$ cat config.mk
export PLATFORM = sky130hd
export DESIGN_NAME = sdio_transfer_splitter
export DESIGN_NICKNAME = d
export VERILOG_FILES = /design/src/sv/sdio_ts_pkg.sv /design/src/sv/sdio_ts_cfg.sv /design/src/sv/sdio_ts_div.sv /design/src/sv/sdio_transfer_splitter.sv
export VERILOG_INCLUDE_DIRS = /design/src /design/src/sv
export SDC_FILE = /design/constraint.sdc
export NUM_CORES = 1
export LEC_CHECK = 0
export BUFFER_PORTS_ARGS = -buffer_cell sky130_fd_sc_hd__clkbuf_2
export CAP_MARGIN = 20
export CORE_ASPECT_RATIO = 0.7
export CORE_MARGIN = 2
export CORE_UTILIZATION = 30
export DETAILED_ROUTE_END_ITERATION = 8
export GPL_TIMING_DRIVEN = 0
export PLACE_DENSITY_LB_ADDON = 0.15
export SYNTH_ARGS = -nofsm -noshare
export SYNTH_HDL_FRONTEND = slang
export SYNTH_SLANG_ARGS = --single-unit
$ cat constraint.sdc
create_clock -name clk_i -period 6.1 [get_ports clk_i]
set_input_delay 0.915 -clock clk_i [delete_from_list [all_inputs] [get_ports clk_i]]
set_output_delay 0.915 -clock clk_i [all_outputs]
set_load 0.01 [all_outputs]
$ cat src/sv/sdio_transfer_splitter_assert.svh
`ifndef SDIO_TRANSFER_SPLITTER_ASSERT_SVH
`define SDIO_TRANSFER_SPLITTER_ASSERT_SVH

// Check that a property holds on every clock edge outside reset.
`define SDIO_TS_ASSERT(lbl, prop) \
  lbl: assert property (@(posedge clk_i) disable iff (!rst_ni) (prop)) \
    else $error("sdio_ts assertion failed");

// Check that a condition implies a consequence in the same cycle.
`define SDIO_TS_ASSERT_IMP(lbl, ante, cons) \
  lbl: assert property (@(posedge clk_i) disable iff (!rst_ni) (ante) |-> (cons)) \
    else $error("sdio_ts implication failed");

`endif

$ cat src/sv/sdio_ts_pkg.sv
package sdio_ts_pkg;

  localparam int unsigned BYTES_W = 13;
  localparam int unsigned ADDR_W  = 17;
  localparam int unsigned BS_W    = 12;
  localparam int unsigned MAXB_W  = 9;
  localparam int unsigned CHUNK_W = 10;
  localparam int unsigned CNT_W   = 7;
  localparam int unsigned DIV_W   = BYTES_W;
  localparam int unsigned STEP_W  = 4;

  localparam logic [BYTES_W-1:0] MAX_TRANSFER_BYTES = 13'd4096;
  localparam logic [CNT_W-1:0]   RESULT_CAP         = 7'd64;
  localparam logic [BS_W-1:0]    BS_MIN             = 12'd128;
  localparam logic [CHUNK_W-1:0] CHUNK_MIN          = 10'd64;
  localparam logic [CHUNK_W-1:0] CHUNK_MAX          = 10'd512;
  localparam logic [STEP_W-1:0]  DIV_LAST_STEP      = 4'(DIV_W - 1);

  localparam logic [1:0] REG_MBE   = 2'd0;
  localparam logic [1:0] REG_BS    = 2'd1;
  localparam logic [1:0] REG_MAXB  = 2'd2;
  localparam logic [1:0] REG_CHUNK = 2'd3;

  typedef struct packed {
    logic               mbe;
    logic [BS_W-1:0]    bs;
    logic [MAXB_W-1:0]  maxb;
    logic [CHUNK_W-1:0] chunk;
  } cfg_t;

  typedef struct packed {
    logic               start;
    logic [DIV_W-1:0]   dividend;
    logic [BS_W-1:0]    divisor;
  } div_req_t;

  typedef struct packed {
    logic               busy;
    logic               done;
    logic [DIV_W-1:0]   quotient;
  } div_rsp_t;

  typedef enum logic [5:0] {
    ST_IDLE  = 6'b000001,
    ST_BCHK  = 6'b000010,
    ST_DIV   = 6'b000100,
    ST_MUL   = 6'b001000,
    ST_BEMIT = 6'b010000,
    ST_BYTE  = 6'b100000
  } state_e;

endpackage

$ cat src/sv/sdio_ts_cfg.sv
module sdio_ts_cfg (
  input  logic               clk_i,
  input  logic               rst_ni,
  input  logic               psel,
  input  logic               penable,
  input  logic               pwrite,
  input  logic [3:0]         paddr,
  input  logic [31:0]        pwdata,
  output logic [31:0]        prdata,
  output logic               pready,
  output sdio_ts_pkg::cfg_t  cfg_o
);

  logic                             mbe_q, mbe_d;
  logic [sdio_ts_pkg::BS_W-1:0]     bs_q, bs_d;
  logic [sdio_ts_pkg::MAXB_W-1:0]   maxb_q, maxb_d;
  logic [sdio_ts_pkg::CHUNK_W-1:0]  chunk_q, chunk_d;
  logic                             wr_en;
  logic [1:0]                       idx;

  assign pready = 1'b1;
  assign wr_en  = psel & penable & pwrite & pready;
  assign idx    = paddr[3:2];

  always_comb begin
    mbe_d   = mbe_q;
    bs_d    = bs_q;
    maxb_d  = maxb_q;
    chunk_d = chunk_q;
    if (wr_en) begin
      case (idx)
        sdio_ts_pkg::REG_MBE:   mbe_d   = pwdata[0];
        sdio_ts_pkg::REG_BS:    bs_d    = pwdata[sdio_ts_pkg::BS_W-1:0];
        sdio_ts_pkg::REG_MAXB:  maxb_d  = pwdata[sdio_ts_pkg::MAXB_W-1:0];
        sdio_ts_pkg::REG_CHUNK: chunk_d = pwdata[sdio_ts_pkg::CHUNK_W-1:0];
        default: ;
      endcase
    end
  end

  always_ff @(posedge clk_i or negedge rst_ni) begin
    if (!rst_ni) begin
      mbe_q   <= 1'b1;
      bs_q    <= 12'd512;
      maxb_q  <= 9'd511;
      chunk_q <= 10'd512;
    end else begin
      mbe_q   <= mbe_d;
      bs_q    <= bs_d;
      maxb_q  <= maxb_d;
      chunk_q <= chunk_d;
    end
  end

  always_comb begin
    case (idx)
      sdio_ts_pkg::REG_MBE:   prdata = {31'd0, mbe_q};
      sdio_ts_pkg::REG_BS:    prdata = {20'd0, bs_q};
      sdio_ts_pkg::REG_MAXB:  prdata = {23'd0, maxb_q};
      sdio_ts_pkg::REG_CHUNK: prdata = {22'd0, chunk_q};
      default:                prdata = 32'd0;
    endcase
  end

  // Clamp into the usable ranges
  always_comb begin
    cfg_o.mbe   = mbe_q;
    cfg_o.bs    = (bs_q < sdio_ts_pkg::BS_MIN) ? sdio_ts_pkg::BS_MIN : bs_q;
    cfg_o.maxb  = (maxb_q == '0) ? 9'd1 : maxb_q;
    if (chunk_q < sdio_ts_pkg::CHUNK_MIN) begin
      cfg_o.chunk = sdio_ts_pkg::CHUNK_MIN;
    end else if (chunk_q > sdio_ts_pkg::CHUNK_MAX) begin
      cfg_o.chunk = sdio_ts_pkg::CHUNK_MAX;
    end else begin
      cfg_o.chunk = chunk_q;
    end
  end

endmodule

$ cat src/sv/sdio_ts_div.sv
module sdio_ts_div (
  input  logic                    clk_i,
  input  logic                    rst_ni,
  input  sdio_ts_pkg::div_req_t   req_i,
  output sdio_ts_pkg::div_rsp_t   rsp_o
);

  logic                               busy_q, busy_d;
  logic                               done_q, done_d;
  logic [sdio_ts_pkg::STEP_W-1:0]     step_q, step_d;
  logic [sdio_ts_pkg::DIV_W-1:0]      acc_q, acc_d;
  logic [sdio_ts_pkg::DIV_W-1:0]      qd_q, qd_d;
  logic [sdio_ts_pkg::BS_W-1:0]       dvs_q, dvs_d;
  logic [sdio_ts_pkg::DIV_W-1:0]      trial;
  logic                               fits;

  assign trial = {acc_q[sdio_ts_pkg::DIV_W-2:0], qd_q[sdio_ts_pkg::DIV_W-1]};
  assign fits  = trial >= {1'b0, dvs_q};

  always_comb begin
    busy_d = busy_q;
    done_d = 1'b0;
    step_d = step_q;
    acc_d  = acc_q;
    qd_d   = qd_q;
    dvs_d  = dvs_q;
    if (req_i.start) begin
      busy_d = 1'b1;
      step_d = '0;
      acc_d  = '0;
      qd_d   = req_i.dividend;
      dvs_d  = req_i.divisor;
    end else if (busy_q) begin
      acc_d  = fits ? (trial - {1'b0, dvs_q}) : trial;
      qd_d   = {qd_q[sdio_ts_pkg::DIV_W-2:0], fits};
      step_d = step_q + 4'd1;
      if (step_q == sdio_ts_pkg::DIV_LAST_STEP) begin
        busy_d = 1'b0;
        done_d = 1'b1;
      end
    end
  end

  always_ff @(posedge clk_i or negedge rst_ni) begin
    if (!rst_ni) begin
      busy_q <= 1'b0;
      done_q <= 1'b0;
      step_q <= '0;
    end else begin
      busy_q <= busy_d;
      done_q <= done_d;
      step_q <= step_d;
    end
  end

  always_ff @(posedge clk_i) begin
    acc_q <= acc_d;
    qd_q  <= qd_d;
    dvs_q <= dvs_d;
  end

  assign rsp_o.busy     = busy_q;
  assign rsp_o.done     = done_q;
  assign rsp_o.quotient = qd_q;

endmodule

$ cat src/sv/sdio_transfer_splitter.sv
// Channel   Direction  Payload
// s_axis    in         request: transfer_bytes, increment_address, start_address, ...
// m_axis    out        CMD53 argument and byte count, status in tuser, last in tlast
// APB       in         four registers at byte addresses 0, 4, 8, 12
//
// A request is taken while idle; s_axis_tready is high only between requests.
// Each block-mode command runs a check, the 13-step divider, a multiply and an emit.
// Byte-mode commands need no divide; a request of zero bytes yields nothing.
// Every emission waits while the output register holds a result not yet taken.
// Reset clears the sequencer and sets the registers to their reset values.

`include "sdio_transfer_splitter_assert.svh"

module sdio_transfer_splitter (
  input  logic        clk_i,
  input  logic        rst_ni,
  input  logic        s_axis_tvalid,
  output logic        s_axis_tready,
  // write_dir[0], function_number[3:1], start_address[20:4],
  // increment_address[21], transfer_bytes[34:22], zero[39:35]
  input  logic [39:0] s_axis_tdata,
  output logic        m_axis_tvalid,
  input  logic        m_axis_tready,
  // command_arg[31:0], command_bytes[44:32], zero[47:45]
  output logic [47:0] m_axis_tdata,
  // status[0]
  output logic        m_axis_tuser,
  output logic        m_axis_tlast,
  input  logic        psel,
  input  logic        penable,
  input  logic        pwrite,
  input  logic [3:0]  paddr,
  input  logic [31:0] pwdata,
  output logic [31:0] prdata,
  output logic        pready
);

  sdio_ts_pkg::cfg_t     cfg;
  sdio_ts_pkg::div_req_t div_req;
  sdio_ts_pkg::div_rsp_t div_rsp;
  sdio_ts_pkg::state_e   state_q, state_d;

  logic                               wr_q, wr_d;
  logic [2:0]                         fn_q, fn_d;
  logic                               inc_q, inc_d;
  logic [sdio_ts_pkg::ADDR_W:0]       addr_q, addr_d;
  logic [sdio_ts_pkg::BYTES_W-1:0]    rem_q, rem_d;
  logic [sdio_ts_pkg::BS_W-1:0]       bs_q, bs_d;
  logic [sdio_ts_pkg::MAXB_W-1:0]     maxb_q, maxb_d;
  logic [sdio_ts_pkg::CHUNK_W-1:0]    chunk_q, chunk_d;
  logic [sdio_ts_pkg::MAXB_W-1:0]     blocks_q, blocks_d;
  logic [sdio_ts_pkg::BYTES_W-1:0]    sz_q, sz_d;
  logic [sdio_ts_pkg::CNT_W-1:0]      n_q, n_d;

  logic                               ovalid_q, ovalid_d;
  logic [31:0]                        oarg_q, oarg_d;
  logic [sdio_ts_pkg::BYTES_W-1:0]    obytes_q, obytes_d;
  logic                               ostat_q, ostat_d;
  logic                               olast_q, olast_d;

  logic                               in_acc;
  logic                               slot_free;
  logic [sdio_ts_pkg::BYTES_W-1:0]    in_bytes;
  logic [sdio_ts_pkg::BYTES_W-1:0]    in_sat;
  logic [20:0]                        prod;
  logic [sdio_ts_pkg::CHUNK_W-1:0]    bsz;
  logic [sdio_ts_pkg::BYTES_W-1:0]    esz;
  logic [sdio_ts_pkg::BYTES_W-1:0]    rem_new;
  logic [sdio_ts_pkg::CNT_W-1:0]      n_new;
  logic                               run_end;

  sdio_ts_cfg u_cfg (
    .clk_i   (clk_i),
    .rst_ni  (rst_ni),
    .psel    (psel),
    .penable (penable),
    .pwrite  (pwrite),
    .paddr   (paddr),
    .pwdata  (pwdata),
    .prdata  (prdata),
    .pready  (pready),
    .cfg_o   (cfg)
  );

  sdio_ts_div u_div (
    .clk_i  (clk_i),
    .rst_ni (rst_ni),
    .req_i  (div_req),
    .rsp_o  (div_rsp)
  );

  assign s_axis_tready = (state_q == sdio_ts_pkg::ST_IDLE);
  assign in_acc        = s_axis_tvalid & s_axis_tready;
  assign slot_free     = ~ovalid_q | m_axis_tready;
  assign in_bytes      = s_axis_tdata[34:22];
  assign in_sat        = (in_bytes > sdio_ts_pkg::MAX_TRANSFER_BYTES) ?
                         sdio_ts_pkg::MAX_TRANSFER_BYTES : in_bytes;

  assign prod    = {12'd0, blocks_q} * {9'd0, bs_q};
  assign bsz     = (rem_q < {3'd0, chunk_q}) ? rem_q[sdio_ts_pkg::CHUNK_W-1:0] : chunk_q;
  assign esz     = (state_q == sdio_ts_pkg::ST_BEMIT) ? sz_q : {3'd0, bsz};
  assign rem_new = rem_q - esz;
  assign n_new   = n_q + 7'd1;
  assign run_end = (rem_new == '0) | (n_new == sdio_ts_pkg::RESULT_CAP);

  assign div_req.start    = (state_q == sdio_ts_pkg::ST_BCHK) & (rem_q >= {1'b0, bs_q});
  assign div_req.dividend = rem_q;
  assign div_req.divisor  = bs_q;

  always_comb begin
    state_d  = state_q;
    wr_d     = wr_q;
    fn_d     = fn_q;
    inc_d    = inc_q;
    addr_d   = addr_q;
    rem_d    = rem_q;
    bs_d     = bs_q;
    maxb_d   = maxb_q;
    chunk_d  = chunk_q;
    blocks_d = blocks_q;
    sz_d     = sz_q;
    n_d      = n_q;
    ovalid_d = ovalid_q & ~m_axis_tready;
    oarg_d   = oarg_q;
    obytes_d = obytes_q;
    ostat_d  = ostat_q;
    olast_d  = olast_q;

    case (state_q)
      sdio_ts_pkg::ST_IDLE: begin
        if (in_acc) begin
          wr_d    = s_axis_tdata[0];
          fn_d    = s_axis_tdata[3:1];
          addr_d  = {1'b0, s_axis_tdata[20:4]};
          inc_d   = s_axis_tdata[21];
          rem_d   = in_sat;
          bs_d    = cfg.bs;
          maxb_d  = cfg.maxb;
          chunk_d = cfg.chunk;
          n_d     = '0;
          if (in_sat == '0) begin
            state_d = sdio_ts_pkg::ST_IDLE;
          end else if (cfg.mbe && (in_sat > {3'd0, cfg.chunk})) begin
            state_d = sdio_ts_pkg::ST_BCHK;
          end else begin
            state_d = sdio_ts_pkg::ST_BYTE;
          end
        end
      end
      sdio_ts_pkg::ST_BCHK: begin
        state_d = div_req.start ? sdio_ts_pkg::ST_DIV : sdio_ts_pkg::ST_BYTE;
      end
      sdio_ts_pkg::ST_DIV: begin
        if (div_rsp.done) begin
          blocks_d = (div_rsp.quotient > {4'd0, maxb_q}) ?
                     maxb_q : div_rsp.quotient[sdio_ts_pkg::MAXB_W-1:0];
          state_d  = sdio_ts_pkg::ST_MUL;
        end
      end
      sdio_ts_pkg::ST_MUL: begin
        sz_d    = prod[sdio_ts_pkg::BYTES_W-1:0];
        state_d = sdio_ts_pkg::ST_BEMIT;
      end
      sdio_ts_pkg::ST_BEMIT, sdio_ts_pkg::ST_BYTE: begin
        if (slot_free) begin
          ovalid_d = 1'b1;
          if (addr_q[sdio_ts_pkg::ADDR_W]) begin
            oarg_d   = '0;
            obytes_d = '0;
            ostat_d  = 1'b1;
            olast_d  = 1'b1;
            state_d  = sdio_ts_pkg::ST_IDLE;
          end else begin
            if (state_q == sdio_ts_pkg::ST_BEMIT) begin
              oarg_d = {wr_q, fn_q, 1'b1, inc_q, addr_q[sdio_ts_pkg::ADDR_W-1:0], blocks_q};
            end else begin
              oarg_d = {wr_q, fn_q, 1'b0, inc_q, addr_q[sdio_ts_pkg::ADDR_W-1:0], bsz[8:0]};
            end
            obytes_d = esz;
            ostat_d  = 1'b0;
            olast_d  = run_end;
            rem_d    = rem_new;
            n_d      = n_new;
            if (inc_q) begin
              addr_d = addr_q + {5'd0, esz};
            end
            if (run_end) begin
              state_d = sdio_ts_pkg::ST_IDLE;
            end else if (state_q == sdio_ts_pkg::ST_BEMIT) begin
              state_d = sdio_ts_pkg::ST_BCHK;
            end
          end
        end
      end
      default: state_d = sdio_ts_pkg::ST_IDLE;
    endcase
  end

  always_ff @(posedge clk_i or negedge rst_ni) begin
    if (!rst_ni) begin
      state_q  <= sdio_ts_pkg::ST_IDLE;
      n_q      <= '0;
      ovalid_q <= 1'b0;
    end else begin
      state_q  <= state_d;
      n_q      <= n_d;
      ovalid_q <= ovalid_d;
    end
  end

  always_ff @(posedge clk_i) begin
    wr_q     <= wr_d;
    fn_q     <= fn_d;
    inc_q    <= inc_d;
    addr_q   <= addr_d;
    rem_q    <= rem_d;
    bs_q     <= bs_d;
    maxb_q   <= maxb_d;
    chunk_q  <= chunk_d;
    blocks_q <= blocks_d;
    sz_q     <= sz_d;
    oarg_q   <= oarg_d;
    obytes_q <= obytes_d;
    ostat_q  <= ostat_d;
    olast_q  <= olast_d;
  end

  assign m_axis_tvalid = ovalid_q;
  assign m_axis_tdata  = {3'd0, obytes_q, oarg_q};
  assign m_axis_tuser  = ostat_q;
  assign m_axis_tlast  = olast_q;

  `SDIO_TS_ASSERT(a_cap, n_q <= sdio_ts_pkg::RESULT_CAP)
  `SDIO_TS_ASSERT_IMP(a_err_payload, ovalid_q && ostat_q,
                      oarg_q == '0 && obytes_q == '0 && olast_q)
  `SDIO_TS_ASSERT_IMP(a_blk_size, state_q == sdio_ts_pkg::ST_BEMIT,
                      sz_q != '0 && sz_q <= rem_q)
  `SDIO_TS_ASSERT_IMP(a_div_quot, div_rsp.done, div_rsp.quotient != '0)

endmodule
---- Word-level counts from Yosys, hierarchy flattened ----
Index checks and enable logic that the tools add are counted.
W data, S select, Z words.
storage, ports and cells
  bits in registers ....................... 225
  bits in latches ......................... 0
  RAM bits ................................ 0
  bits in read-only memories .............. 0
  input port bits ......................... 83
  output and inout port bits .............. 85
  logic and storage cells ................. 133
  memories ................................ 0
cells by class
  add/subtract/negate cells ............... 5
  multipliers ............................. 1
  div/mod/pow operators ................... 0
  order comparisons ....................... 9
  equal/unequal tests ..................... 17
  shift operators ......................... 0
  multiplexer cells ....................... 45
  bitwise operators ....................... 9
  reduce and logical (&&, ||, !) cells .... 19
operators with widths
  operator                count
  $pmux W32 S4            1
  $mux W13                7
  $mux W18                4
  $mux W6                 9
  $pmux W18 S2            1
  $mux W10                3
  $pmux W6 S5             1
  $mux W28                1
  $ge A13 B12 Y1          2
  $logic_not A13 Y1       2
  $pmux W13 S2            1
  $mux W7                 3
  $add A18 B13 Y18        1
  $pmux W7 S2             1
  $reduce_and A2 Y1       7
  $gt A13 B10 Y1          1
  $gt A13 B13 Y1 const B  1
  $gt A13 B9 Y1           1
  $lt A13 B10 Y1          1
  $mul A9 B12 Y13         1
  $sub A13 B13 Y13        1
  $lt A12 B8 Y1 const B   1
  $mux W12                1
  $sub A12 B12 Y12        1
  other kinds (31)        52

---- Logic depth before layout (Yosys ltp) ----
  depth in word-level cells ............... 10
  gate-level depth with buffers ........... 20
  depth with buffers taken out ............ 19

---- By module ----
From an unflattened synthesis, not the netlist that was laid out.
second synthesis, totals
  cells, all modules ...................... 1382
  area, all modules ....................... 14889.3 um^2
by module, submodules not included
  module                  instances  cells an instance  area an instance (um^2)
  sdio_transfer_splitter  1          1005               10672.7
  sdio_ts_div             1          207                2317.2
  sdio_ts_cfg             1          170                1899.3

---- Worst setup path before layout ----
No wires, ideal clock.
  kind .................................... register -> register
  start ................................... register state_q[1]
  end ..................................... register addr_q[15] (netlist name) (data pin)
  arrival ................................. 4.162 ns
  setup slack ............................. 1.681 ns
  stages on the path, launching flop included .. 17
  path buffers ............................ 4
  period minus slack after synthesis ...... 4.419 ns
  cell sequence ........................... dfrtp_1 or4_1 buf_6 or2_2 clkbuf_1 clkbuf_1 clkbuf_1 a21oi_1 ha_1 a21oi_1 o2111ai_1 a311oi_1 nor2_1 o41ai_1 nor2_1 xor2_1 a22o_1
on the way
  longest elaborated chain between the ends .. 7
RTL lines
  item                      line                           text
  start: declaration        sdio_transfer_splitter.sv:41   sdio_ts_pkg::state_e state_q, state_d;
  start signal: assignment  sdio_transfer_splitter.sv:201  state_q <= sdio_ts_pkg::ST_IDLE;
  start signal: assignment  sdio_transfer_splitter.sv:205  state_q <= state_d;
  $eq A6 B5 Y1              sdio_transfer_splitter.sv:101  assign esz = (state_q == sdio_ts_pkg::ST_BEMIT) ? sz_q : {3'd0, bsz};
  $mux W13                  sdio_transfer_splitter.sv:101
  net esz (one bit)         sdio_transfer_splitter.sv:67   logic [sdio_ts_pkg::BYTES_W-1:0] esz;
  $add A18 B13 Y18          sdio_transfer_splitter.sv:185  addr_d = addr_q + {5'd0, esz};
  $mux W18                  sdio_transfer_splitter.sv:184  if (inc_q) begin
  $mux W18                  sdio_transfer_splitter.sv:167  if (addr_q[sdio_ts_pkg::ADDR_W]) begin
  $mux W18                  sdio_transfer_splitter.sv:165  if (slot_free) begin
  $pmux W18 S2              sdio_transfer_splitter.sv:129  case (state_q)
  net addr_d (one bit)      sdio_transfer_splitter.sv:46   logic [sdio_ts_pkg::ADDR_W:0] addr_q, addr_d;
  end signal: assignment    sdio_transfer_splitter.sv:215  addr_q <= addr_d;
  end: declaration          sdio_transfer_splitter.sv:46
The timed path passes the listed nets, and every way through them passes these cells. The select of a mux whose other input is x is not followed.
A chain may end at the register's enable or synchronous reset.

---- Worst setup path after layout ----
  start ................................... register rem_q[1] (netlist name)
  end ..................................... register addr_q[15] (netlist name) (data pin)
on the way
  longest elaborated chain between the ends .. 8
RTL lines
  item                      line                           text
  start: declaration        sdio_transfer_splitter.sv:47   logic [sdio_ts_pkg::BYTES_W-1:0] rem_q, rem_d;
  start signal: assignment  sdio_transfer_splitter.sv:216  rem_q <= rem_d;
  $lt A13 B10 Y1            sdio_transfer_splitter.sv:100  assign bsz = (rem_q < {3'd0, chunk_q}) ? rem_q[sdio_ts_pkg::CHUNK_W-1:0] : chunk_q;
  $mux W10 (*)              sdio_transfer_splitter.sv:100
  $mux W13 (*)              sdio_transfer_splitter.sv:101
  net esz (one bit)         sdio_transfer_splitter.sv:67
  $add A18 B13 Y18 (*)      sdio_transfer_splitter.sv:185
  $mux W18 (*)              sdio_transfer_splitter.sv:184
  $mux W18 (*)              sdio_transfer_splitter.sv:167
  $mux W18 (*)              sdio_transfer_splitter.sv:165
  $pmux W18 S2 (*)          sdio_transfer_splitter.sv:129
  net addr_d (one bit)      sdio_transfer_splitter.sv:46
The timed path passes the listed nets; every way through them passes the cells marked *. The select of a mux whose other input is x is not followed.

==> results.py <==
metrics = {
    "global_route": {
        "grt_use_total_pct": 16.6,
        "grt_max_degree": 53,
        "grt_first_pass_wirelength_um": 63700,
        "antenna_found_initial": 0,
        "grt_remaining_overflow": 0,
        "grt_pass1_vias": 10200,
    },
    "floorplanning": {
        "floorplan.initialDensity_pct": 30.5,
        "die_w_um": 268,
        "boundaryPins": 168,
        "rows": 67,
        "die_h_um": 189,
        "core_um2": 48000,
        "die-area_um2": 50700,
    },
    "worst_setup_path": {
        "end_kind": "register",
        "slowest_stage": "o41ai_1",
        "worstPathRequired_ns": 6.42,
        "crit_buf_inv": 1,
        "cp_cell_sequence": "ha_1, a21o_1, a21oi_1, o21ai_0, a21oi_1, o21a_1, buf_2, mux2i_1, a21oi_1, ha_1, a21oi_1, o2111ai_1, a311oi_1, nor2_1, o41ai_1, nor2_1, xor2_1, a22o_1",
        "cp.arrival_ns": 6.08,
        "slowest_delay_ns": 0.80,
        "worstPathMaxFanout": 10,
        "cp_top_family": "compound AO/OA/AOI/OAI gates",
        "start_kind": "register",
        "cp_common_cell": "a21oi_1",
        "path_class": "reg2reg",
    },
    "logic_synthesis": {
        "ys_types": 75,
        "syn_area_per_cell_um2": 10.7,
        "netlist_area_um2": 14700,
        "ys_seq_area_share_pct": 43.6,
        "synthCells": 1376,
        "synth_seq_cells": 225,
        "ys.flop_type": "edfxtp_1",
        "ys.warnings.count": 0,
        "synth-edff-count": 161,
        "async_flop_share_pct": 23.1,
    },
    "clock_network": {
        "post_cts_resized": 0,
        "clockBufferDepth": 3,
        "cts_root_buf": "clkbuf_16",
        "postCtsSetupBuffers": 0,
        "h-tree-depth": 1,
        "tritoncts.num_buffers": 27,
        "post_cts_hold_buffer_count": 0,
        "clk_pin_slew_worst_paths_ns": 0.07,
        "clock-sinks": 225,
        "cts_tree": "done",
        "insertion_delay_ns": 0.57,
    },
    "power_and_ir_drop": {
        "ir_worst_vdd_mv": 0.215,
        "p_total_w": 0.00926,
        "powerDensity_nw_per_um2": 539,
        "power.leakage_nw": 7.32,
    },
    "place": {
        "gp_congestion": 0.834,
        "place_hpwl_um": 32400,
        "port_buffers": 116,
        "dp.cells": 2175,
        "pre_cts_ws_ns": 0.520,
    },
    "timing": {
        "timing.final.hold_violations": 0,
        "fmax_mhz": 174,
        "setup_viol": 0,
        "setup_tns_ns": 0,
        "drv_slew": 0,
        "layout_min_cycle_time_ns": 5.76,
        "tightest_slew_ns": 1.14,
        "clock_skew_ns": 0.0140,
        "layout_worst_path_cycle_share_pct": 94.5,
        "rsz0062_at_grt": "false",
        "relSlewSlack_pct": 23.8,
        "timing.final.ws_setup_ns": 0.338,
    },
    "min_path": {
        "worstHoldPathType": "in2async",
    },
    "cells_and_area": {
        "instances_no_fill": 2225,
        "num_antenna_cells": 0,
        "area.growth.synth_to_final_pct": 17.1,
        "drive_above_1_share_pct": 18.2,
        "nFillCells": 4774,
        "fin_nets": 1782,
    },
    "routing": {
        "postRouteWirelength_um": 41900,
        "ant_nets": 0,
        "viasPerCell": 4.75,
        "wire_per_inst_um": 18.8,
        "dr.pass1.iters": 4,
        "drc": 0,
        "vias": 10600,
        "drt_iter0_drc": 758,
    },
    "status": {
        "outcome": "complete, no violations",
    },
    "run": {
        "cap_violations": 0,
    },
}
worst paths after layout:
| check | start | endpoint | slack [ns] | cells after the start |
|---|---|---|---|---|
| worst max-delay path | rem_q[1] | addr_q[15] | 0.34 | 18 |
| worst min-delay path | rst_ni | u_cfg.bs_q[2] | 0.44 | 1 |
| worst max register to register | rem_q[1] | addr_q[15] | 0.34 | 18 |
| worst min register to register | bs_q[2] | u_div.dvs_q[2] | 0.45 | 0 |
| max in group asynchronous | rst_ni | m_axis_tvalid | 5.15 | 1 |
| min in group clk_i | bs_q[2] | u_div.dvs_q[2] | 0.45 | 0 |
cells in the mapped netlist, types with 4 or more instances:
master | instances | area (um2)
xnor2_1 | 35 | 307
dfstp_2 | 13 | 342
buf_4 | 24 | 180
xor2_1 | 18 | 158
mux2_2 | 63 | 709
nand2b_1 | 15 | 93.8
o21bai_1 | 5 | 37.5
edfxtp_1 | 161 | 4830
or3_1 | 5 | 31.3
nor4_1 | 11 | 68.8
nor3_1 | 13 | 65.1
or2_2 | 4 | 25.0
nor2b_1 | 47 | 294
a31oi_1 | 9 | 56.3
o211ai_1 | 6 | 45.0
inv_1 | 134 | 503
nand4_1 | 7 | 43.8
a211oi_1 | 32 | 240
o31ai_1 | 14 | 105
a22o_1 | 17 | 149
or4_1 | 4 | 30.0
clkbuf_1 | 54 | 203
and3_1 | 4 | 25.0
nor2_1 | 95 | 357
nand2_1 | 108 | 405
nand3b_1 | 6 | 45.0
o21a_1 | 11 | 82.6
dfrtp_1 | 39 | 976
ha_1 | 101 | 1260
o21ai_0 | 44 | 220
mux2i_1 | 19 | 190
fa_1 | 49 | 981
and2_1 | 49 | 307
a21o_1 | 23 | 173
nand3_1 | 19 | 95.1
dfxtp_1 | 12 | 240
a21oi_1 | 51 | 255
layout by cell type, fill, tap and decap left out, drive strengths merged, types with 13 or more instances in the layout:
cell type and instances:
a211oi 32, inv 136, dfrtp 39, o31ai 14, mux2i 19, buf 34
nor2b 47, nand3 19, o21ai 46, a21o 24, a22o 17, nand2 109
nand2b 15, conb 24, xnor2 35, fa 49, dfstp 13, and2 49
nor3 14, xor2 18, nor2 95, ha 101, mux2 63, clkbuf 202
a21oi 51, edfxtp 161
area by class of cell:
cell class / instances / area, um2 / area share [%]
multi-input combinational: 957 / 7470 / 43.5
sequential: 225 / 6390 / 37.2
tap: 655 / 820 / 4.77
clock buffer: 32 / 704 / 4.10
timing repair buffer: 122 / 668 / 3.89
inverter: 134 / 503 / 2.93
buffer: 82 / 409 / 2.38
clock inverter: 18 / 208 / 1.21
flip-flops by register name, summed over array words and instances, names as in the netlist, 7 cells and up:
signal         cells
n_q                7
u_cfg.maxb_q       9
u_cfg.chunk_q     10
u_cfg.bs_q        12
obytes_q          13
u_div.qd_q        13
sz_q              13
addr_q            18
maxb_q             9
rem_q             13
bs_q              12
oarg_q            32
blocks_q           9
chunk_q           10
u_div.dvs_q       12
u_div.acc_q       12
metal layers:
metal  share of wire, %  vias up  track usage, %
li1                   -     5149               -
met1                 55     5143            27.5
met2                 39      244            22.3
met3                5.2       40            2.71
met4                1.4        0            2.69
met5                  0        -               0
report_power, final:
group | internal [W] | leakage, nW | switching (W)
registers | 0.00238 | 2.24 | 0.000425
clock network | 0.000998 | 0.445 | 0.000704
logic | 0.00195 | 4.64 | 0.00280
per-stage QoR:
step,hold slack [ns],util (%),instance area (um2)
after global routing,0.482,35.8,17200
final,0.441,35.8,17200
after detailed placement,0.443,33.9,16300
after global placement,0.438,33.6,16200
after floorplan,0.424,-,14800
after CTS,0.459,35.8,17200
cells by family (layout without fill, tap and decap cells):
kind of cell / count (synthesis) / count (layout) / share of synthesized area (%)
and+or+nand+nor: 400 / 400 / 13.8
AOI/OAI and AO/OA: 247 / 247 / 11.6
DFF: 225 / 225 / 43.6
buffers and inverters: 216 / 388 / 6.22
adders and majority gates: 150 / 150 / 15.3
muxes: 83 / 83 / 6.28
xor gates and xnor gates: 53 / 53 / 3.16
other: 2 / 24 / 0.0512
worst register-to-register path, stage by stage, from the launching register on:
cell       delay [ns]
edfxtp_1         0.51
ha_1             0.34
a21o_1           0.15
a21oi_1          0.17
o21ai_0          0.14
a21oi_1          0.16
o21a_1           0.12
buf_2            0.29
mux2i_1          0.53
a21oi_1          0.29
ha_1             0.34
a21oi_1          0.33
o2111ai_1        0.23
a311oi_1         0.48
nor2_1           0.15
o41ai_1          0.80
nor2_1           0.12
xor2_1           0.18
a22o_1           0.18
Note: power is estimated with default switching activity, not from simulation.
